===== src/design/nirfd_pkg.sv =====
// ----------------------------------------------------------------------------
// nirfd_pkg
// Shared types and constants of the NEC infrared frame decoder: field
// widths, pulse timing targets, frame positions, register reset values and indexes.
// ----------------------------------------------------------------------------
package nirfd_pkg;

   localparam int unsigned TICKS_W     = 15;
   localparam int unsigned WORD_W      = 16;
   localparam int unsigned MARGIN_W    = 10;
   localparam int unsigned US_W        = 14;
   localparam int unsigned POS_W       = 6;
   localparam int unsigned BIT_IDX_W   = 4;
   localparam int unsigned CSR_INDEX_W = 1;
   localparam int unsigned CSR_DATA_W  = 10;

   localparam logic [US_W-1:0] HDR_MARK_US   = 14'd9000;
   localparam logic [US_W-1:0] HDR_SPACE_US  = 14'd4500;
   localparam logic [US_W-1:0] BIT_MARK_US   = 14'd560;
   localparam logic [US_W-1:0] ONE_SPACE_US  = 14'd1690;
   localparam logic [US_W-1:0] ZERO_SPACE_US = 14'd560;

   localparam int unsigned US_PER_10US = 10;

   localparam logic [POS_W-1:0] POS_HEADER    = 6'd0;
   localparam logic [POS_W-1:0] POS_LAST_ADDR = 6'd16;
   localparam logic [POS_W-1:0] POS_FIRST_CMD = 6'd17;
   localparam logic [POS_W-1:0] POS_LAST_BIT  = 6'd32;
   localparam logic [POS_W-1:0] FRAME_ITEMS   = 6'd34;

   localparam logic                ACTIVE_LEVEL_RESET = 1'b1;
   localparam logic [MARGIN_W-1:0] TOLERANCE_RESET    = 10'd20;

   typedef enum logic [CSR_INDEX_W-1:0] {
      CSR_ACTIVE_LEVEL = 1'b0,
      CSR_TOLERANCE    = 1'b1
   } csr_index_type;

endpackage


===== src/design/nirfd_ifs.sv =====
// ----------------------------------------------------------------------------
// nirfd_ifs
// Valid/ready channels of the NEC infrared frame decoder: the pulse item
// channel and the decoded frame channel.
// ----------------------------------------------------------------------------
interface nirfd_req_if import nirfd_pkg::*; ();
   logic               valid;
   logic               ready;
   logic               first_level;
   logic [TICKS_W-1:0] first_ticks;
   logic               second_level;
   logic [TICKS_W-1:0] second_ticks;
   logic               last_item;

   modport source (
      output valid, first_level, first_ticks, second_level, second_ticks, last_item,
      input  ready
   );
   modport sink (
      input  valid, first_level, first_ticks, second_level, second_ticks, last_item,
      output ready
   );
endinterface

interface nirfd_rsp_if import nirfd_pkg::*; ();
   logic              valid;
   logic              ready;
   logic              frame_valid;
   logic [WORD_W-1:0] address;
   logic [WORD_W-1:0] command;

   modport source (
      output valid, frame_valid, address, command,
      input  ready
   );
   modport sink (
      input  valid, frame_valid, address, command,
      output ready
   );
endinterface


===== src/design/nec_ir_frame_decoder_core.sv =====
// ----------------------------------------------------------------------------
// nec_ir_frame_decoder_core
// Decodes NEC infrared frames from pulse items (mark/space level and duration
// in ticks). One header item, 32 data bits LSB first (address, then command).
//
// req_chan carries one pulse item per handshake; last_item closes the buffer.
// rsp_chan carries one frame item (frame_valid, address, command) for every
// item with last_item set; address and command are zero on a bad frame.
// csr_* writes active_level (index 0) and tolerance (index 1).
//
// An item is held in an input register, then checked against the timing
// windows and folded into the frame state on the next edge; the frame item
// of a last item goes from the input register to the output register. One
// item is accepted per cycle unless stalled. A waiting frame item stalls only
// a following last item; other items keep flowing while rsp_chan is held.
// Reset clears the frame state and both channels and restores the registers
// to active_level 1 and tolerance 20.
// ----------------------------------------------------------------------------
module nec_ir_frame_decoder_core import nirfd_pkg::*; #(
   parameter int unsigned TICKS_PER_10US = 8
) (
   input  logic                   clock,
   input  logic                   reset,
   nirfd_req_if.sink              req_chan,
   nirfd_rsp_if.source            rsp_chan,
   input  logic                   csr_write_enable,
   input  logic [CSR_INDEX_W-1:0] csr_index,
   input  logic [CSR_DATA_W-1:0]  csr_write_data
);

   localparam int unsigned CMP_W = 20 + $clog2(TICKS_PER_10US);

   // duration in ticks*10 checked against (target +- margin) us scaled by ticks per 10 us
   function automatic logic near_target(input logic [CMP_W-1:0]    scaled,
                                        input logic [US_W-1:0]     target,
                                        input logic [MARGIN_W-1:0] margin);
      logic [CMP_W-1:0] hi_bound;
      logic [CMP_W-1:0] lo_bound;
      logic             lo_ok;
      hi_bound = (CMP_W'(target) + CMP_W'(margin)) * CMP_W'(TICKS_PER_10US);
      lo_bound = (CMP_W'(target) - CMP_W'(margin) + CMP_W'(1)) * CMP_W'(TICKS_PER_10US);
      lo_ok    = (US_W'(margin) > target) || (scaled >= lo_bound);
      return (scaled < hi_bound) && lo_ok;
   endfunction

   // configuration
   logic                active_level_ff, active_level_in;
   logic [MARGIN_W-1:0] margin_ff, margin_in;

   // input register
   logic               s1_valid_ff, s1_valid_in;
   logic               s1_first_level_ff, s1_second_level_ff, s1_last_ff;
   logic [TICKS_W-1:0] s1_first_ticks_ff, s1_second_ticks_ff;

   // frame state
   logic [POS_W-1:0]  pos_ff, pos_in;
   logic [WORD_W-1:0] addr_ff, addr_in;
   logic [WORD_W-1:0] cmd_ff, cmd_in;
   logic              err_ff, err_in;

   // output register
   logic              rsp_valid_ff, rsp_valid_in;
   logic              rsp_frame_valid_ff;
   logic [WORD_W-1:0] rsp_address_ff, rsp_command_ff;

   logic              req_fire, s1_fire, rsp_load;
   logic [CMP_W-1:0]  scaled0, scaled1;
   logic              levels_ok, hdr_ok, one_ok, zero_ok, bit_val;
   logic              in_header, in_bits, in_addr, item_err;
   logic [BIT_IDX_W-1:0] addr_idx, cmd_idx;
   logic [POS_W-1:0]  pos_next;
   logic [WORD_W-1:0] addr_next, cmd_next;
   logic              err_next, frame_ok;

   assign s1_fire  = s1_valid_ff && (!s1_last_ff || !rsp_valid_ff || rsp_chan.ready);
   assign req_chan.ready = !s1_valid_ff || s1_fire;
   assign req_fire = req_chan.valid && req_chan.ready;
   assign rsp_load = s1_fire && s1_last_ff;

   assign rsp_chan.valid       = rsp_valid_ff;
   assign rsp_chan.frame_valid = rsp_frame_valid_ff;
   assign rsp_chan.address     = rsp_address_ff;
   assign rsp_chan.command     = rsp_command_ff;

   always_comb begin
      scaled0   = CMP_W'(s1_first_ticks_ff) * CMP_W'(US_PER_10US);
      scaled1   = CMP_W'(s1_second_ticks_ff) * CMP_W'(US_PER_10US);
      levels_ok = (s1_first_level_ff == active_level_ff) &&
                  (s1_second_level_ff != active_level_ff);
      hdr_ok    = levels_ok && near_target(scaled0, HDR_MARK_US, margin_ff) &&
                  near_target(scaled1, HDR_SPACE_US, margin_ff);
      one_ok    = levels_ok && near_target(scaled0, BIT_MARK_US, margin_ff) &&
                  near_target(scaled1, ONE_SPACE_US, margin_ff);
      zero_ok   = levels_ok && near_target(scaled0, BIT_MARK_US, margin_ff) &&
                  near_target(scaled1, ZERO_SPACE_US, margin_ff);
      bit_val   = one_ok;

      in_header = (pos_ff == POS_HEADER);
      in_bits   = (pos_ff != POS_HEADER) && (pos_ff <= POS_LAST_BIT);
      in_addr   = (pos_ff <= POS_LAST_ADDR);
      addr_idx  = BIT_IDX_W'(pos_ff - POS_W'(1));
      cmd_idx   = BIT_IDX_W'(pos_ff - POS_FIRST_CMD);

      if (in_header) begin
         item_err = !hdr_ok;
      end else if (in_bits) begin
         item_err = !(one_ok || zero_ok);
      end else begin
         item_err = 1'b0;
      end

      addr_next = addr_ff;
      cmd_next  = cmd_ff;
      if (in_bits && in_addr) begin
         addr_next[addr_idx] = addr_ff[addr_idx] | bit_val;
      end else if (in_bits) begin
         cmd_next[cmd_idx] = cmd_ff[cmd_idx] | bit_val;
      end
      err_next = err_ff || item_err;
      pos_next = (pos_ff < FRAME_ITEMS) ? pos_ff + POS_W'(1) : pos_ff;
      frame_ok = (pos_next >= FRAME_ITEMS) && !err_next;

      pos_in  = pos_ff;
      addr_in = addr_ff;
      cmd_in  = cmd_ff;
      err_in  = err_ff;
      if (s1_fire && s1_last_ff) begin
         pos_in  = '0;
         addr_in = '0;
         cmd_in  = '0;
         err_in  = 1'b0;
      end else if (s1_fire) begin
         pos_in  = pos_next;
         addr_in = addr_next;
         cmd_in  = cmd_next;
         err_in  = err_next;
      end

      if (rsp_load) begin
         rsp_valid_in = 1'b1;
      end else if (rsp_chan.ready) begin
         rsp_valid_in = 1'b0;
      end else begin
         rsp_valid_in = rsp_valid_ff;
      end

      if (req_fire) begin
         s1_valid_in = 1'b1;
      end else if (s1_fire) begin
         s1_valid_in = 1'b0;
      end else begin
         s1_valid_in = s1_valid_ff;
      end

      active_level_in = active_level_ff;
      margin_in       = margin_ff;
      if (csr_write_enable) begin
         unique case (csr_index_type'(csr_index))
            CSR_ACTIVE_LEVEL: active_level_in = csr_write_data[0];
            CSR_TOLERANCE:    margin_in       = csr_write_data;
            default: begin
               active_level_in = active_level_ff;
               margin_in       = margin_ff;
            end
         endcase
      end
   end

   always_ff @(posedge clock) begin
      if (reset) begin
         active_level_ff <= ACTIVE_LEVEL_RESET;
         margin_ff       <= TOLERANCE_RESET;
         s1_valid_ff     <= 1'b0;
         pos_ff          <= '0;
         addr_ff         <= '0;
         cmd_ff          <= '0;
         err_ff          <= 1'b0;
         rsp_valid_ff    <= 1'b0;
      end else begin
         active_level_ff <= active_level_in;
         margin_ff       <= margin_in;
         s1_valid_ff     <= s1_valid_in;
         pos_ff          <= pos_in;
         addr_ff         <= addr_in;
         cmd_ff          <= cmd_in;
         err_ff          <= err_in;
         rsp_valid_ff    <= rsp_valid_in;
      end
   end

   always_ff @(posedge clock) begin
      if (req_fire) begin
         s1_first_level_ff  <= req_chan.first_level;
         s1_first_ticks_ff  <= req_chan.first_ticks;
         s1_second_level_ff <= req_chan.second_level;
         s1_second_ticks_ff <= req_chan.second_ticks;
         s1_last_ff         <= req_chan.last_item;
      end
      if (rsp_load) begin
         rsp_frame_valid_ff <= frame_ok;
         rsp_address_ff     <= frame_ok ? addr_next : '0;
         rsp_command_ff     <= frame_ok ? cmd_next : '0;
      end
   end

endmodule


===== src/flat_wrapper.sv =====
// flat-port wrapper written by rule: the top's interface ports become plain ports
module nec_ir_frame_decoder_core_flat import nirfd_pkg::*;
#(
   parameter int unsigned TICKS_PER_10US = 8
)
  (clock, reset, csr_write_enable, csr_index, csr_write_data, req_chan_valid, req_chan_first_level, req_chan_first_ticks, req_chan_second_level, req_chan_second_ticks, req_chan_last_item, req_chan_ready, rsp_chan_valid, rsp_chan_frame_valid, rsp_chan_address, rsp_chan_command, rsp_chan_ready);
  nirfd_req_if req_chan_i ();
  nirfd_rsp_if rsp_chan_i ();
  input  logic clock;
  input  logic reset;
  input  logic csr_write_enable;
  input  logic [CSR_INDEX_W-1:0] csr_index;
  input  logic [CSR_DATA_W-1:0] csr_write_data;
  input wire logic [$bits(req_chan_i.valid)-1:0] req_chan_valid;
  input wire logic [$bits(req_chan_i.first_level)-1:0] req_chan_first_level;
  input wire logic [$bits(req_chan_i.first_ticks)-1:0] req_chan_first_ticks;
  input wire logic [$bits(req_chan_i.second_level)-1:0] req_chan_second_level;
  input wire logic [$bits(req_chan_i.second_ticks)-1:0] req_chan_second_ticks;
  input wire logic [$bits(req_chan_i.last_item)-1:0] req_chan_last_item;
  output wire logic [$bits(req_chan_i.ready)-1:0] req_chan_ready;
  output wire logic [$bits(rsp_chan_i.valid)-1:0] rsp_chan_valid;
  output wire logic [$bits(rsp_chan_i.frame_valid)-1:0] rsp_chan_frame_valid;
  output wire logic [$bits(rsp_chan_i.address)-1:0] rsp_chan_address;
  output wire logic [$bits(rsp_chan_i.command)-1:0] rsp_chan_command;
  input wire logic [$bits(rsp_chan_i.ready)-1:0] rsp_chan_ready;
  assign req_chan_i.valid = req_chan_valid;
  assign req_chan_i.first_level = req_chan_first_level;
  assign req_chan_i.first_ticks = req_chan_first_ticks;
  assign req_chan_i.second_level = req_chan_second_level;
  assign req_chan_i.second_ticks = req_chan_second_ticks;
  assign req_chan_i.last_item = req_chan_last_item;
  assign req_chan_ready = req_chan_i.ready;
  assign rsp_chan_valid = rsp_chan_i.valid;
  assign rsp_chan_frame_valid = rsp_chan_i.frame_valid;
  assign rsp_chan_address = rsp_chan_i.address;
  assign rsp_chan_command = rsp_chan_i.command;
  assign rsp_chan_i.ready = rsp_chan_ready;
  nec_ir_frame_decoder_core #(.TICKS_PER_10US(TICKS_PER_10US)) u_core (.clock(clock), .reset(reset), .req_chan(req_chan_i), .rsp_chan(rsp_chan_i), .csr_write_enable(csr_write_enable), .csr_index(csr_index), .csr_write_data(csr_write_data));
endmodule

===== config.mk =====
export PLATFORM = sky130hd
export DESIGN_NAME = nec_ir_frame_decoder_core_flat
export DESIGN_NICKNAME = d
export VERILOG_FILES = /design/src/design/nirfd_pkg.sv /design/src/design/nirfd_ifs.sv /design/src/design/nec_ir_frame_decoder_core.sv /design/src/flat_wrapper.sv
export SDC_FILE = /design/constraint.sdc
export NUM_CORES = 1
export LEC_CHECK = 0
export ABC_CLOCK_PERIOD_IN_PS = 15750
export BUFFER_PORTS_ARGS = -buffer_cell sky130_fd_sc_hd__buf_2
export CELL_PAD_IN_SITES_DETAIL_PLACEMENT = 1
export CELL_PAD_IN_SITES_GLOBAL_PLACEMENT = 1
export CORE_ASPECT_RATIO = 0.75
export CORE_MARGIN = 3
export CORE_UTILIZATION = 52
export DETAILED_ROUTE_END_ITERATION = 10
export PLACE_DENSITY = 0.95
export RECOVER_POWER = 25
export SYNTH_ARGS = -nofsm -noshare
export SYNTH_HDL_FRONTEND = slang
export SYNTH_SLANG_ARGS = --single-unit

===== constraint.sdc =====
create_clock -name clock -period 15.75 [get_ports clock]
set_clock_uncertainty 0.1 [all_clocks]
set_input_delay 1.575 -clock clock [delete_from_list [all_inputs] [get_ports clock]]
set_output_delay 1.575 -clock clock [all_outputs]
set_load 0.01 [all_outputs]

[Word-level counts from Yosys, hierarchy flattened]
Index checks and enable logic that the tools add are counted.
Storage, ports and cells
  register bits: 118
  input bits: 49
  output and inout bits: 35
  word-level logic and storage cells: 118
Cells by class
  add/sub/neg operators: 15
  $mul: 2
  magnitude comparators: 20
  equal/unequal tests: 2
  mux-type cells: 20
  bitwise gates (word level): 3
  reductions and logical operators: 40
Operator list (count)
  19-bit by 23-bit greater-or-equal comparator with 1-bit output: 5
  19-bit by 23-bit less-than comparator with 1-bit output: 5
  20-bit by 1-bit adder with 20-bit output (second input constant): 4
  16-bit 2-to-1 mux: 3
  15-bit by 3-bit multiplier with 18-bit output (second input constant): 2
  16-bit bitwise mux: 2
  1-bit logical AND: 19
  14-bit by 10-bit adder with 15-bit output (first input constant): 1
  14-bit by 10-bit subtractor with 15-bit output (first input constant): 1
  13-bit by 10-bit adder with 14-bit output (first input constant): 1
  10-bit by 14-bit greater-than comparator with 1-bit output (second input constant): 1
  13-bit by 10-bit subtractor with 14-bit output (first input constant): 1
  11-bit by 10-bit adder with 12-bit output (first input constant): 1
  11-bit by 10-bit subtractor with 12-bit output (first input constant): 1
  10-bit by 10-bit adder with 11-bit output (first input constant): 1
  10-bit by 10-bit subtractor with 11-bit output (first input constant): 1
  10-bit greater-than comparator (second input constant): 1
  4-bit by 5-bit less-than comparator with 1-bit output (second input constant): 2
  1-bit 2-to-1 mux: 10
  1-bit binary-select mux with 4-bit select: 2
  1-bit demux with 4-bit select: 2
  4-bit by 1-bit greater-or-equal comparator with 1-bit output (second input constant): 2
  1-bit logical OR: 8
  4-bit by 1-bit subtractor with 4-bit output (second input constant): 2
  other kinds (16): 24

[Longest topological paths before layout]
  depth after elaboration: 14
  gate-level depth with buffers: 25
  depth with buffers taken out: 22

[Least setup slack after synthesis]
Ideal clock, no wire load.
  kind: register to register
  start point: reg u_core.margin_ff[3]
  end point: reg u_core.rsp_address_ff[12], in the netlist u_core.rsp_chan.address[12] (data pin)
  library setup time: 0.257 ns
  arrival time: 4.779 ns
  required time: 15.393 ns
  setup slack: 10.614 ns
  cell stages (with the launch flop): 22
  path buffers: 1
  cell sequence: dfxtp_1 clkinv_1 ha_1 and2_1 a221o_1 nor4_4 nand2_1 maj3_1 nor2_1 xnor2_1 ha_1 a211oi_1 o211ai_1 a21oi_1 o211ai_1 o2111ai_1 a21boi_0 o2111ai_1 a31o_1 a211o_1 buf_2 nor2_1
On the way
  word-level cells in the longest chain between the ends: 14
  elaborated cells on any way between the ends: 48
  classes of those cells: add/sub: 12; order compare: 12; mux: 4; bitwise: 1; reduce/logical: 19
Ends and longest elaborated chain
  from (decl): RTL line nec_ir_frame_decoder_core.sv:48  | logic [MARGIN_W-1:0] margin_ff, margin_in;
  from (signal assigned): RTL line nec_ir_frame_decoder_core.sv:181  | margin_ff <= margin_in;
  10-bit by 10-bit subtractor with 11-bit output: RTL line nec_ir_frame_decoder_core.sv:41  | lo_bound = (CMP_W'(target) - CMP_W'(margin) + CMP_W'(1)) * CMP_W'(TICKS_PER_10US);
  20-bit by 1-bit adder with 20-bit output: RTL line nec_ir_frame_decoder_core.sv:41
  19-bit by 23-bit greater-or-equal comparator with 1-bit output: RTL line nec_ir_frame_decoder_core.sv:42  | lo_ok = (US_W'(margin) > target) || (scaled >= lo_bound);
  1-bit logical OR: RTL line nec_ir_frame_decoder_core.sv:42
  1-bit logical AND: RTL line nec_ir_frame_decoder_core.sv:43  | return (scaled < hi_bound) && lo_ok;
  1-bit logical AND: RTL line nec_ir_frame_decoder_core.sv:92, nec_ir_frame_decoder_core.sv:94
  1-bit logical AND (on tied branches): RTL line nec_ir_frame_decoder_core.sv:92, nec_ir_frame_decoder_core.sv:94
  1-bit logical OR: RTL line nec_ir_frame_decoder_core.sv:107  | item_err = !(one_ok || zero_ok);
  1-bit zero test: RTL line nec_ir_frame_decoder_core.sv:107
  1-bit 2-to-1 mux: RTL line nec_ir_frame_decoder_core.sv:106  | end else if (in_bits) begin
  1-bit 2-to-1 mux: RTL line nec_ir_frame_decoder_core.sv:104  | if (in_header) begin
  1-bit logical OR: RTL line nec_ir_frame_decoder_core.sv:119  | err_next = err_ff || item_err;
  1-bit zero test: RTL line nec_ir_frame_decoder_core.sv:121  | frame_ok = (pos_next >= FRAME_ITEMS) && !err_next;
  1-bit logical AND: RTL line nec_ir_frame_decoder_core.sv:121
  to (signal assigned): RTL line nec_ir_frame_decoder_core.sv:201  | rsp_address_ff <= frame_ok ? addr_next : '0;
  to (decl): RTL line nec_ir_frame_decoder_core.sv:64  | logic [WORD_W-1:0] rsp_address_ff, rsp_command_ff;
Parallel ways exist; a longest one is shown, timed or not.
A chain may end at the register's enable or synchronous reset.

[Worst setup path after layout]
  start point: reg u_core.margin_ff[3]
  end point: reg u_core.rsp_address_ff[7], in the netlist u_core.rsp_chan.address[7] (data pin)
Same word-level chain as after synthesis.

==> impl_metrics.tcl <==
set metrics [dict create \
    outcome "finished with violations" \
    violations "max-capacitance violations, max-slew violations" \
    gr-usage-met3_pct 10.15 \
    post_cts_resized 0 \
    mostFrequentLayoutCells "ha_1, a21oi_1, nor2_1" \
    wl_um 43560 \
    cts_hold_buf 0 \
    period_share_pct 48.10 \
    grt_use_met1_pct 46.84 \
    slew_headroom_pct -23.85 \
    setup_violations 0 \
    fin_crit_ns 7.575 \
    syn_to_final_growth_pct 11.05 \
    grtUsageTotal_pct 36.80 \
    ys_seq_elements 118 \
    crit_path_cell_trace "clkinv_1, ha_1, and2_1, a221o_1, nor4_4, nand2_1, maj3_1, nor2_1, xnor2_1, ha_1, a211oi_1, o211ai_1, a21oi_1, o211ai_1, o2111ai_1, a21boi_0, o2111ai_1, a31o_1, a211o_1, nor2_1" \
    use_met2_pct 58.15 \
    cts_root_buffer "clkbuf_16" \
    synthDominantCellAreaShare_pct 21.56 \
    synth.avg_cell_area_um2 8.905 \
    grt_pass1_wl_um 67070 \
    synth-main-ff-cell "edfxtp_1" \
    antenna_left 0 \
    reg2reg_from "u_core.margin_ff[3]" \
    chipWidth_um 175.0 \
    antenna_found_initial 0 \
    fin_tns_setup_ns 0 \
    numCtsBuffers 17 \
    tightest_slew_ns 1.858 \
    wire_per_inst_um 27.21 \
    drc 0 \
    vias 11330 \
    synth_warnings 0 \
    clk_pin_slew_worst_paths_ns 0.07 \
    drt-initial-drc-count 1341 \
    r2r_slack_ns 8.17 \
    hold_class "flip-flop to flip-flop" \
    grt_pass1_vias 11630 \
    drv_cap 1 \
    die_y_um 132.8 \
    io_pins 84 \
    layout-drive-gt1-share_pct 10.99 \
    vias_per_cell 7.074 \
    yosysUniqueCellTypes 78 \
    n_antenna_cell 0 \
    hold_end "u_core.cmd_ff[14]" \
    rsz0062_at_grt "no" \
    critPathRequiredTime_ns 15.76 \
    synth_area_leaders "ha_1, edfxtp_1, dfxtp_1" \
    crit_start "u_core.margin_ff[3]" \
    start_util_pct 54.06 \
    cp_num_buf_inv 1 \
    synth_edf_count 66 \
    cts.sinks 118 \
    port_buffers 83 \
    slowest_stage "a211o_1" \
    ir_drop_uv 91.09 \
    worstReg2RegEnd "u_core.rsp_chan.address[7]" \
    critPathMaxFanout 33 \
    fill_cells 2399 \
    max_stage_delay_ns 0.97 \
    htree_num_levels 4 \
    post_cts_buffers 0 \
    async_reset_ff_share_pct 0 \
    drtPass1Iterations 6 \
    leakage_nw 5.179 \
    grt-busiest-layer "met2" \
    hold_start "u_core.cmd_ff[14]" \
    rows 45 \
    drv_slew 30 \
    cts_tree "yes" \
    core_area_um2 20610 \
    synth_seq_area_share_pct 27.13 \
    hpwl_um 29790 \
    dieArea_um2 23240 \
    worst_ep_arrival_time_ns 7.58 \
    synth_top_area_cell "ha_1" \
    cp-start-kind "flip-flop" \
    crit_type "flip-flop to flip-flop" \
    insertion_delay_ns 0.45 \
    syn_area_um2 11140 \
    end_kind "flip-flop" \
    cts_buffer_depth 2 \
    finalPower_mw 1.291 \
    final-hold-violation-count 0 \
    crit_family "compound AO/OA/AOI/OAI gates" \
    p_per_area_nw_per_um2 104.3 \
    hold_path_depth 2 \
    nets 1549 \
    overflow 0 \
    grt_max_degree 35 \
    syn-instance-count 1251 \
    r2r_cells 20 \
    fmax_mhz 132.0 \
    layout_commonest_cell "ha_1" \
    place.gp.congestion 0.9394 \
]
[worst max path at each step]
stage	cells past startpoint	slack (ns)	endpoint
after floorplan	21	10.61	u_core.rsp_chan.address[12]
after global placement	20	9.27	u_core.rsp_chan.command[2]
after detailed placement	20	8.71	u_core.rsp_chan.command[5]
after CTS	20	8.37	u_core.rsp_chan.address[7]
after global routing	20	7.76	u_core.rsp_chan.address[11]
final	20	8.17	u_core.rsp_chan.address[7]
[per-stage QoR]
step                      hold slack [ns]  setup WS (ns)  utilization, %  instance area [um2]  cells
after detailed placement           0.4318          8.708           57.05                11760   1569
after floorplan                    0.3940          10.61               -                11150   1253
after global placement             0.4149          9.269           57.05                11760   1569
after CTS                          0.4569          8.370           60.12                12390   1601
final                              0.4707          8.175           60.04                12370   1601
after global routing               0.4720          7.759           60.04                12370   1601
[worst reg2reg max path, cell delays in order, from the launching register on]
cell and delay [ns]:
dfxtp_1 0.82, clkinv_1 0.61, ha_1 0.45, and2_1 0.19
a221o_1 0.47, nor4_4 0.46, nand2_1 0.19, maj3_1 0.38
nor2_1 0.12, xnor2_1 0.19, ha_1 0.30, a211oi_1 0.46
o211ai_1 0.16, a21oi_1 0.18, o211ai_1 0.12, o2111ai_1 0.19
a21boi_0 0.14, o2111ai_1 0.24, a31o_1 0.21, a211o_1 0.97
nor2_1 0.32
[power by group]
part	switching, mW	internal [mW]
clock	0.168	0.272
sequential	0.0144	0.333
combinational	0.317	0.186
[metal layers]
metal	vias up	share of wire (%)	routed length (um)
met4	0	5.6	2419
met2	760	44	19360
met5	-	0	0
met3	257	11	4635
met1	5503	39	17150
li1	4806	-	-
[state kept, by name, indices dropped and copies added (netlist names)]
signal                       flops
u_core.rsp_chan.frame_valid      1
u_core.rsp_chan.valid            1
u_core.s1_first_level_ff         1
u_core.s1_second_level_ff        1
u_core.s1_first_ticks_ff        15
u_core.cmd_ff                   16
u_core.s1_last_ff                1
u_core.s1_second_ticks_ff       15
u_core.rsp_chan.address         16
u_core.addr_ff                  16
u_core.err_ff                    1
u_core.rsp_chan.command         16
u_core.active_level_ff           1
u_core.s1_valid_ff               1
u_core.margin_ff                10
u_core.pos_ff                    6
[cell type report]
cell class	instances	area (um2)	share of cell area (%)
well taps	282	352.8	2.852
flip-flops and latches	118	3023	24.43
inverters	43	161.4	1.305
clock buffers	22	495.5	4.005
repair buffers	94	490.5	3.964
clock inverters	10	137.6	1.112
multi-input cells	1032	7711	62.33
[synthesized netlist by cell type, drive strengths merged, types with 6 or more instances]
library cell / instances
ha: 192
a21oi: 155
nor2: 94
nand2: 89
edfxtp: 66
xnor2: 65
dfxtp: 52
o21ai: 52
inv: 42
clkbuf: 37
a311oi: 35
xor2: 29
nand3: 27
a21o: 25
buf: 23
nor3: 22
a31oi: 19
nor2b: 18
and3: 15
o21a: 13
and2: 12
a211oi: 11
a211o: 10
nand4: 10
o211ai: 10
or3: 10
mux4: 9
nand2b: 9
nor4: 7
a21boi: 6
and4: 6
nand3b: 6
o2111ai: 6
[cells by family (layout without fill, tap and decap cells)]
group,count (synthesis),in the layout,synth area share [%]
compound gates,386,386,22.25
xor+xnor,94,94,7.457
fa+ha+maj,196,196,22.10
buf+inv,103,169,3.762
flops,118,118,27.13
mux,11,11,1.999
other cells,1,3,0.03366
simple gates,342,342,15.26
Note: power is estimated with default switching activity, not from simulation.
